[config.mk]
export PLATFORM = sky130hd
export DESIGN_NAME = pogo_power_mode_sequencer_core
export DESIGN_NICKNAME = d
export VERILOG_FILES = /design/src/sv/pps_pkg.sv /design/src/sv/pps_in_reg.sv /design/src/sv/pps_seq.sv /design/src/sv/pps_out_reg.sv /design/src/sv/pogo_power_mode_sequencer_core.sv
export SDC_FILE = /design/constraint.sdc
export NUM_CORES = 1
export LEC_CHECK = 0
export BUFFER_PORTS_ARGS = -buffer_cell sky130_fd_sc_hd__buf_2
export CAP_MARGIN = 10
export CORE_MARGIN = 5
export CORE_UTILIZATION = 55
export CTS_BUF_LIST = sky130_fd_sc_hd__clkbuf_2 sky130_fd_sc_hd__clkbuf_4 sky130_fd_sc_hd__clkbuf_8
export DETAILED_ROUTE_END_ITERATION = 8
export MAX_ROUTING_LAYER = met4
export PLACE_DENSITY = 0.76
export SLEW_MARGIN = 15
export SYNTH_ARGS = -nofsm -noshare
export SYNTH_HDL_FRONTEND = slang
export SYNTH_HIERARCHICAL = 1
export SYNTH_SLANG_ARGS = --single-unit
[constraint.sdc]
create_clock -name i_clk -period 9.9 [get_ports i_clk]
set_clock_uncertainty 0.05 [all_clocks]
set_input_delay 2.475 -clock i_clk [delete_from_list [all_inputs] [get_ports i_clk]]
set_output_delay 2.475 -clock i_clk [all_outputs]
set_load 0.005 [all_outputs]
[src/sv/pps_pkg.sv]
// shared types and constants for the pogo power mode sequencer
package pps_pkg;

    localparam int TIME_BITS = 16;
    localparam int DUR_W     = 16;
    localparam int CFG_W     = 16;
    localparam int EXT_W     = (TIME_BITS > DUR_W) ? TIME_BITS : DUR_W;

    localparam logic [CFG_W-1:0] DISCHARGE_RESET = CFG_W'(100);

    typedef logic [TIME_BITS-1:0] t_time;

    localparam t_time TIME_MAX = '1;

    typedef enum logic [2:0] {
        REQ_TICK   = 3'd0,
        REQ_IDLE   = 3'd1,
        REQ_CHARGE = 3'd2,
        REQ_COMM   = 3'd3,
        REQ_DISCH  = 3'd4,
        REQ_PULSE  = 3'd5
    } t_req;

    typedef enum logic [1:0] {
        MODE_IDLE   = 2'd0,
        MODE_CHARGE = 2'd1,
        MODE_COMM   = 2'd2
    } t_mode;

    typedef enum logic [1:0] {
        PH_NONE  = 2'd0,
        PH_BLEED = 2'd1,
        PH_DISCH = 2'd2,
        PH_PULSE = 2'd3
    } t_phase;

    typedef struct packed {
        logic  ldo;
        logic  route;
        logic  bleed;
        t_mode mode;
        logic  busy;
        logic  rej;
    } t_result;

endpackage

[src/sv/pps_in_reg.sv]
// input register stage for request transactions
module pps_in_reg (
    input  logic                       i_clk,
    input  logic                       i_rst_n,
    input  logic                       i_valid,
    input  logic [2:0]                 i_req,
    input  logic [pps_pkg::DUR_W-1:0]  i_dur,
    input  logic                       i_adv,
    output logic                       o_stall,
    output logic                       o_valid,
    output logic [2:0]                 o_req,
    output logic [pps_pkg::DUR_W-1:0]  o_dur
);
    import pps_pkg::*;

    logic             r_valid;
    logic [2:0]       r_req;
    logic [DUR_W-1:0] r_dur;

    assign o_stall = r_valid && !i_adv;

    always_ff @(posedge i_clk) begin
        if (!i_rst_n) begin
            r_valid <= 1'b0;
        end else if (!o_stall) begin
            r_valid <= i_valid;
        end
    end

    always_ff @(posedge i_clk) begin
        if (i_valid && !o_stall) begin
            r_req <= i_req;
            r_dur <= i_dur;
        end
    end

    assign o_valid = r_valid;
    assign o_req   = r_req;
    assign o_dur   = r_dur;

endmodule

[src/sv/pps_seq.sv]
// mode, phase and countdown state with the per-transaction update logic
module pps_seq (
    input  logic                       i_clk,
    input  logic                       i_rst_n,
    input  logic                       i_cfg_we,
    input  logic [pps_pkg::CFG_W-1:0]  i_cfg_wdata,
    input  logic                       i_commit,
    input  logic [2:0]                 i_req,
    input  logic [pps_pkg::DUR_W-1:0]  i_dur,
    output pps_pkg::t_result           o_res
);
    import pps_pkg::*;

    typedef struct packed {
        t_mode  mode;
        t_mode  saved;
        t_phase phase;
        t_time  rem;
        logic   ldo;
        logic   route;
        logic   bleed;
    } t_state;

    t_state           r_st;
    t_state           n_st;
    logic [CFG_W-1:0] r_dtk;
    logic             rej;
    logic             cmd;
    t_req             req;
    t_time            dt;
    t_time            dur;

    function automatic t_time f_sat(input logic [EXT_W-1:0] e);
        if (e > EXT_W'(TIME_MAX)) begin
            return TIME_MAX;
        end
        return TIME_BITS'(e);
    endfunction

    function automatic t_state f_connect(input t_state s);
        t_state t;
        t = s;
        t.bleed = 1'b0;
        t.ldo   = 1'b1;
        t.route = 1'b1;
        t.mode  = MODE_COMM;
        t.phase = PH_NONE;
        return t;
    endfunction

    function automatic t_state f_start_comm(input t_state s, input t_time d);
        t_state t;
        t = s;
        t.bleed = 1'b1;
        t.rem   = d;
        t.phase = PH_BLEED;
        if (d == '0) begin
            t = f_connect(t);
        end
        return t;
    endfunction

    function automatic t_state f_restore(input t_state s, input t_mode m, input t_time d);
        t_state t;
        t = s;
        t.phase = PH_NONE;
        if (m == MODE_COMM) begin
            t = f_start_comm(t, d);
        end else begin
            t.ldo   = 1'b0;
            t.route = 1'b0;
            t.bleed = 1'b0;
            t.mode  = (m == MODE_CHARGE) ? MODE_CHARGE : MODE_IDLE;
        end
        return t;
    endfunction

    function automatic t_state f_phase_done(input t_state s, input t_time d);
        t_state t;
        t = s;
        unique case (s.phase)
            PH_BLEED: t = f_connect(s);
            PH_DISCH: begin
                t.bleed = 1'b0;
                t.phase = PH_NONE;
            end
            PH_PULSE: t = f_restore(s, s.saved, d);
            default:  t.phase = PH_NONE;
        endcase
        return t;
    endfunction

    assign req = t_req'(i_req);
    assign dt  = f_sat(EXT_W'(r_dtk));
    assign dur = f_sat(EXT_W'(i_dur));
    assign cmd = (req != REQ_TICK) && (i_req <= REQ_PULSE);

    always_comb begin
        n_st = r_st;
        rej  = 1'b0;
        if (req == REQ_TICK) begin
            if (r_st.phase != PH_NONE) begin
                if (r_st.rem != '0) begin
                    n_st.rem = r_st.rem - 1'b1;
                end
                if (n_st.rem == '0) begin
                    n_st = f_phase_done(n_st, dt);
                end
            end
        end else if (cmd && r_st.phase != PH_NONE) begin
            rej = 1'b1;
        end else if (cmd) begin
            unique case (req)
                REQ_IDLE: begin
                    n_st.ldo   = 1'b0;
                    n_st.route = 1'b0;
                    n_st.bleed = 1'b0;
                    n_st.mode  = MODE_IDLE;
                end
                REQ_CHARGE: begin
                    n_st.ldo   = 1'b0;
                    n_st.route = 1'b0;
                    n_st.bleed = 1'b0;
                    n_st.mode  = MODE_CHARGE;
                end
                REQ_COMM: n_st = f_start_comm(r_st, dt);
                REQ_DISCH: begin
                    n_st.bleed = 1'b1;
                    n_st.rem   = dur;
                    n_st.phase = PH_DISCH;
                    if (dur == '0) begin
                        n_st = f_phase_done(n_st, dt);
                    end
                end
                REQ_PULSE: begin
                    n_st.saved = r_st.mode;
                    n_st.ldo   = 1'b0;
                    n_st.route = 1'b0;
                    n_st.bleed = 1'b0;
                    n_st.mode  = MODE_CHARGE;
                    n_st.rem   = dur;
                    n_st.phase = PH_PULSE;
                    if (dur == '0) begin
                        n_st = f_phase_done(n_st, dt);
                    end
                end
                default: n_st = r_st;
            endcase
        end
    end

    always_ff @(posedge i_clk) begin
        if (!i_rst_n) begin
            r_st.mode  <= MODE_IDLE;
            r_st.saved <= MODE_IDLE;
            r_st.phase <= PH_NONE;
            r_st.rem   <= '0;
            r_st.ldo   <= 1'b0;
            r_st.route <= 1'b0;
            r_st.bleed <= 1'b0;
        end else if (i_commit) begin
            r_st <= n_st;
        end
    end

    always_ff @(posedge i_clk) begin
        if (!i_rst_n) begin
            r_dtk <= DISCHARGE_RESET;
        end else if (i_cfg_we) begin
            r_dtk <= i_cfg_wdata;
        end
    end

    always_comb begin
        o_res.ldo   = n_st.ldo;
        o_res.route = n_st.route;
        o_res.bleed = n_st.bleed;
        o_res.mode  = n_st.mode;
        o_res.busy  = (n_st.phase != PH_NONE);
        o_res.rej   = rej;
    end

endmodule

[src/sv/pps_out_reg.sv]
// result register stage for status transactions
module pps_out_reg (
    input  logic             i_clk,
    input  logic             i_rst_n,
    input  logic             i_valid,
    input  pps_pkg::t_result i_res,
    input  logic             i_stall,
    output logic             o_ready,
    output logic             o_valid,
    output pps_pkg::t_result o_res
);
    import pps_pkg::*;

    logic    r_valid;
    t_result r_res;

    assign o_ready = !r_valid || !i_stall;

    always_ff @(posedge i_clk) begin
        if (!i_rst_n) begin
            r_valid <= 1'b0;
        end else if (o_ready) begin
            r_valid <= i_valid;
        end
    end

    always_ff @(posedge i_clk) begin
        if (o_ready && i_valid) begin
            r_res <= i_res;
        end
    end

    assign o_valid = r_valid;
    assign o_res   = r_res;

endmodule

[src/sv/pogo_power_mode_sequencer_core.sv]
// top level of the pogo power mode sequencer
// an accepted request goes through the input register, then the result register
// throughput: one transaction per cycle unless stalled, set by the single state update step
// the input and result registers each hold one transaction while downstream stalls
// reset (synchronous, active low) empties both stages, clears mode, phase, countdown
// and pins, and sets the discharge time to 100 ticks
module pogo_power_mode_sequencer_core (
    input  logic                       i_clk,
    input  logic                       i_rst_n,
    input  logic                       i_cfg_we,
    input  logic [pps_pkg::CFG_W-1:0]  i_cfg_wdata,
    input  logic                       i_in_valid,
    output logic                       o_in_stall,
    input  logic [2:0]                 i_req_type,
    input  logic [pps_pkg::DUR_W-1:0]  i_duration_ms,
    output logic                       o_out_valid,
    input  logic                       i_out_stall,
    output logic                       o_ldo_enable,
    output logic                       o_uart_route,
    output logic                       o_bleed_enable,
    output logic [1:0]                 o_mode_now,
    output logic                       o_busy_res,
    output logic                       o_rejected
);
    import pps_pkg::*;

    logic             s1_valid;
    logic [2:0]       s1_req;
    logic [DUR_W-1:0] s1_dur;
    logic             s2_ready;
    t_result          step_res;
    t_result          out_res;

    pps_in_reg u_in (
        .i_clk   (i_clk),
        .i_rst_n (i_rst_n),
        .i_valid (i_in_valid),
        .i_req   (i_req_type),
        .i_dur   (i_duration_ms),
        .i_adv   (s2_ready),
        .o_stall (o_in_stall),
        .o_valid (s1_valid),
        .o_req   (s1_req),
        .o_dur   (s1_dur)
    );

    pps_seq u_seq (
        .i_clk       (i_clk),
        .i_rst_n     (i_rst_n),
        .i_cfg_we    (i_cfg_we),
        .i_cfg_wdata (i_cfg_wdata),
        .i_commit    (s1_valid && s2_ready),
        .i_req       (s1_req),
        .i_dur       (s1_dur),
        .o_res       (step_res)
    );

    pps_out_reg u_out (
        .i_clk   (i_clk),
        .i_rst_n (i_rst_n),
        .i_valid (s1_valid),
        .i_res   (step_res),
        .i_stall (i_out_stall),
        .o_ready (s2_ready),
        .o_valid (o_out_valid),
        .o_res   (out_res)
    );

    assign o_ldo_enable   = out_res.ldo;
    assign o_uart_route   = out_res.route;
    assign o_bleed_enable = out_res.bleed;
    assign o_mode_now     = out_res.mode;
    assign o_busy_res     = out_res.busy;
    assign o_rejected     = out_res.rej;

endmodule

==> results.txt <==
status - complete, no violations
Final setup viols - 0
clock sink count - 69
WHS Endpoint - u_seq/r_st[1]
worst-skew pair later-pin latency - 0.34 ns
hold_buf cts - 0
drt first pass iters - 6
Routed wire per std cell - 17.9 um
drt total wl - 10100 um
cts bufs inserted - 9
Hold Path Origin - u_seq/r_st[1]
Yosys cell types - 65
Remaining Overflow, GRT - 0
RR Startpoint - u_seq/r_st[3]
leakage - 1.67 nW
hold_ws - 0.449 ns
Post-synth ARST share - 0%
RSZ-0062 raised after global routing - false
via count - 3604
dpl ws - 4.46 ns
Slew headroom - 45.0%
non-filler cells, final - 567
post-synth top area cell - dfxtp_1
syn avg cell area - 9.17 sq um
overall power consumption - 0.668 mW
first-pass GRT wire length - 16500 um
Die Wd - 95.1 um
Post-synth top cells - 43 x dfxtp_1, 30 x nand2_1, 29 x nor2_1
final HPWL from detailed placement - 7290 um
number of synthesized flops with an enable pin - 26
Synth area leaders - dfxtp_1 22%, edfxtp_1 20%, mux2i_1 4.5%
layout cells sized above 1 - 17.9%
Syn Nets - 476
die area - 0.00904 sq mm
Ant. Diodes - 0
CTS resizes - 0
setup TNS - 0 ns
Final Hold Fails - 0
Synth Flop Type - dfxtp_1
io pins - 49
Critical Path AT - 2.91 ns
drt via density - 6.36
Post-DP Area - 0.00422 sq mm
Vert. Die Dim - 95.1 um
worst-path fanout max - 3
Final Max Slew Viols - 0
crit path capture type - output pin
Post-Syn Area - 0.00398 sq mm
pwr dens - 152 mW/mm^2
fillers - 653
Critical Path Source Type - input pin
Detailed Route Iter0 Violations - 495
post-synthesis cell count - 434
core box area - 0.00714 sq mm
worst setup margin - 4.46 ns
YS warnings - 6
gr usage total - 24.2%
std cell rows - 31
Worst-path clk slew - 0.07 ns
Root Driver - clkbuf_8
R2R setup slack - 6.35 ns
area share of the largest cell type after synthesis - 21.6%
total placed cells including tap cells - 551
CTS tree - yes
initial antenna violation count - 0
max cap viols - 0
final routed DRC violation total - 0
number of port buffers - 48
final cycle utilization of the critical path - 54.9%
vias in the first global route - 3279
Seq/Total Area, Yosys - 41.2%
Area growth syn-to-layout - 10.3%
H-tree depth - 3
worst flop-to-flop path endpoint - u_out/o_res[3]
GPL Wtd Cong - 0.944
Worst Hold Depth - 2
Detail Route Antenna Nets - 0
Tmin final - 5.44 ns
fmax - 184 MHz
Worst EP required - 7.38 ns
crit path kind - input pin to output pin
worst-case reg-to-reg path depth - 10
worst slew pin tran - 0.818 ns
fin util - 61.5%
worst-case clock buffer depth - 2
Max VDD drop - 0.103 mV
Setup Fix Bufs, Post-CTS - 0
starting density of the core - 55.8%
largest net degree at the start of global routing - 47
finished layout cell area - 0.00439 sq mm
Yosys reg bits - 69
count leader, synth - dfxtp_1
worst min path class - flop to flop
NumNets Final - 505
[critical path, stage by stage]
cell and delay, ns:
buf_2 0.09, nand2_1 0.10, nor2b_4 0.13, buf_2 0.12
[routing by layer]
| metal | vias up | share of wire [%] | GRT usage (%) |
|---|---|---|---|
| li1 | 1715 | - | - |
| met1 | 1701 | 47 | 34.6 |
| met2 | 176 | 44 | 33.3 |
| met3 | 12 | 7.3 | 4.81 |
| met4 | 0 | 1.5 | 9.74 |
| met5 | - | 0 | - |
[kinds of logic (layout without fill, tap and decap cells)]
logic type,after synthesis,count (layout),synth area share (%)
compound gates,134,134,23.7
xor+xnor,8,8,1.76
fa+ha+maj,2,2,0.629
buf+inv,44,78,4.81
flops,69,69,41.2
mux,19,19,4.81
simple gates,158,158,23.0
[power breakdown]
group / internal, mW / leakage, nW / total, mW / switching (mW)
Combinational: 0.0582 / 0.982 / 0.141 / 0.0831
Sequential: 0.310 / 0.604 / 0.330 / 0.0199
Clock: 0.0889 / 0.0824 / 0.196 / 0.107
Total: 0.457 / 1.67 / 0.668 / 0.210
[registers in the layout, indices dropped and copies added (netlist names)]
register / count
u_in/o_valid: 1
u_in/o_dur: 16
u_in/o_req: 3
u_out/o_valid: 1
u_seq/r_dtk: 16
u_out/o_res: 7
u_seq/r_st: 25
[layout make-up]
type	count	area, sq um	share of cell area (%)
Multi-Input combinational cell	321	2150	48.9
Timing Repair Buffer	53	278	6.33
Clock buffer	9	124	2.82
Inverter	9	33.8	0.769
Sequential cell	69	1640	37.4
Tap cell	99	124	2.82
Clock inverter	7	42.5	0.969
[placed cells by master (no fill, tap or decap), types with 9 or more instances in the layout]
| cell | count |
|---|---|
| nor2_1 | 29 |
| o21ai_0 | 23 |
| mux2i_1 | 18 |
| nand3_1 | 16 |
| buf_2 | 48 |
| nor3_1 | 9 |
| nand2_1 | 30 |
| inv_1 | 9 |
| nor2b_1 | 20 |
| dfxtp_1 | 43 |
| a22oi_1 | 14 |
| a21oi_1 | 24 |
| nor4_1 | 12 |
| edfxtp_1 | 26 |
| clkbuf_8 | 9 |
[worst max-delay path by stage]
stage,end,from,slack [ns]
3_3_place_gp,o_in_stall,i_out_stall,4.48
5_1_grt,o_in_stall,i_out_stall,4.43
2_1_floorplan,o_in_stall,i_out_stall,4.68
3_5_place_dp,o_in_stall,i_out_stall,4.46
6_report,o_in_stall,i_out_stall,4.46
4_1_cts,o_in_stall,i_out_stall,4.46
(Power assumes the default switching activity.)
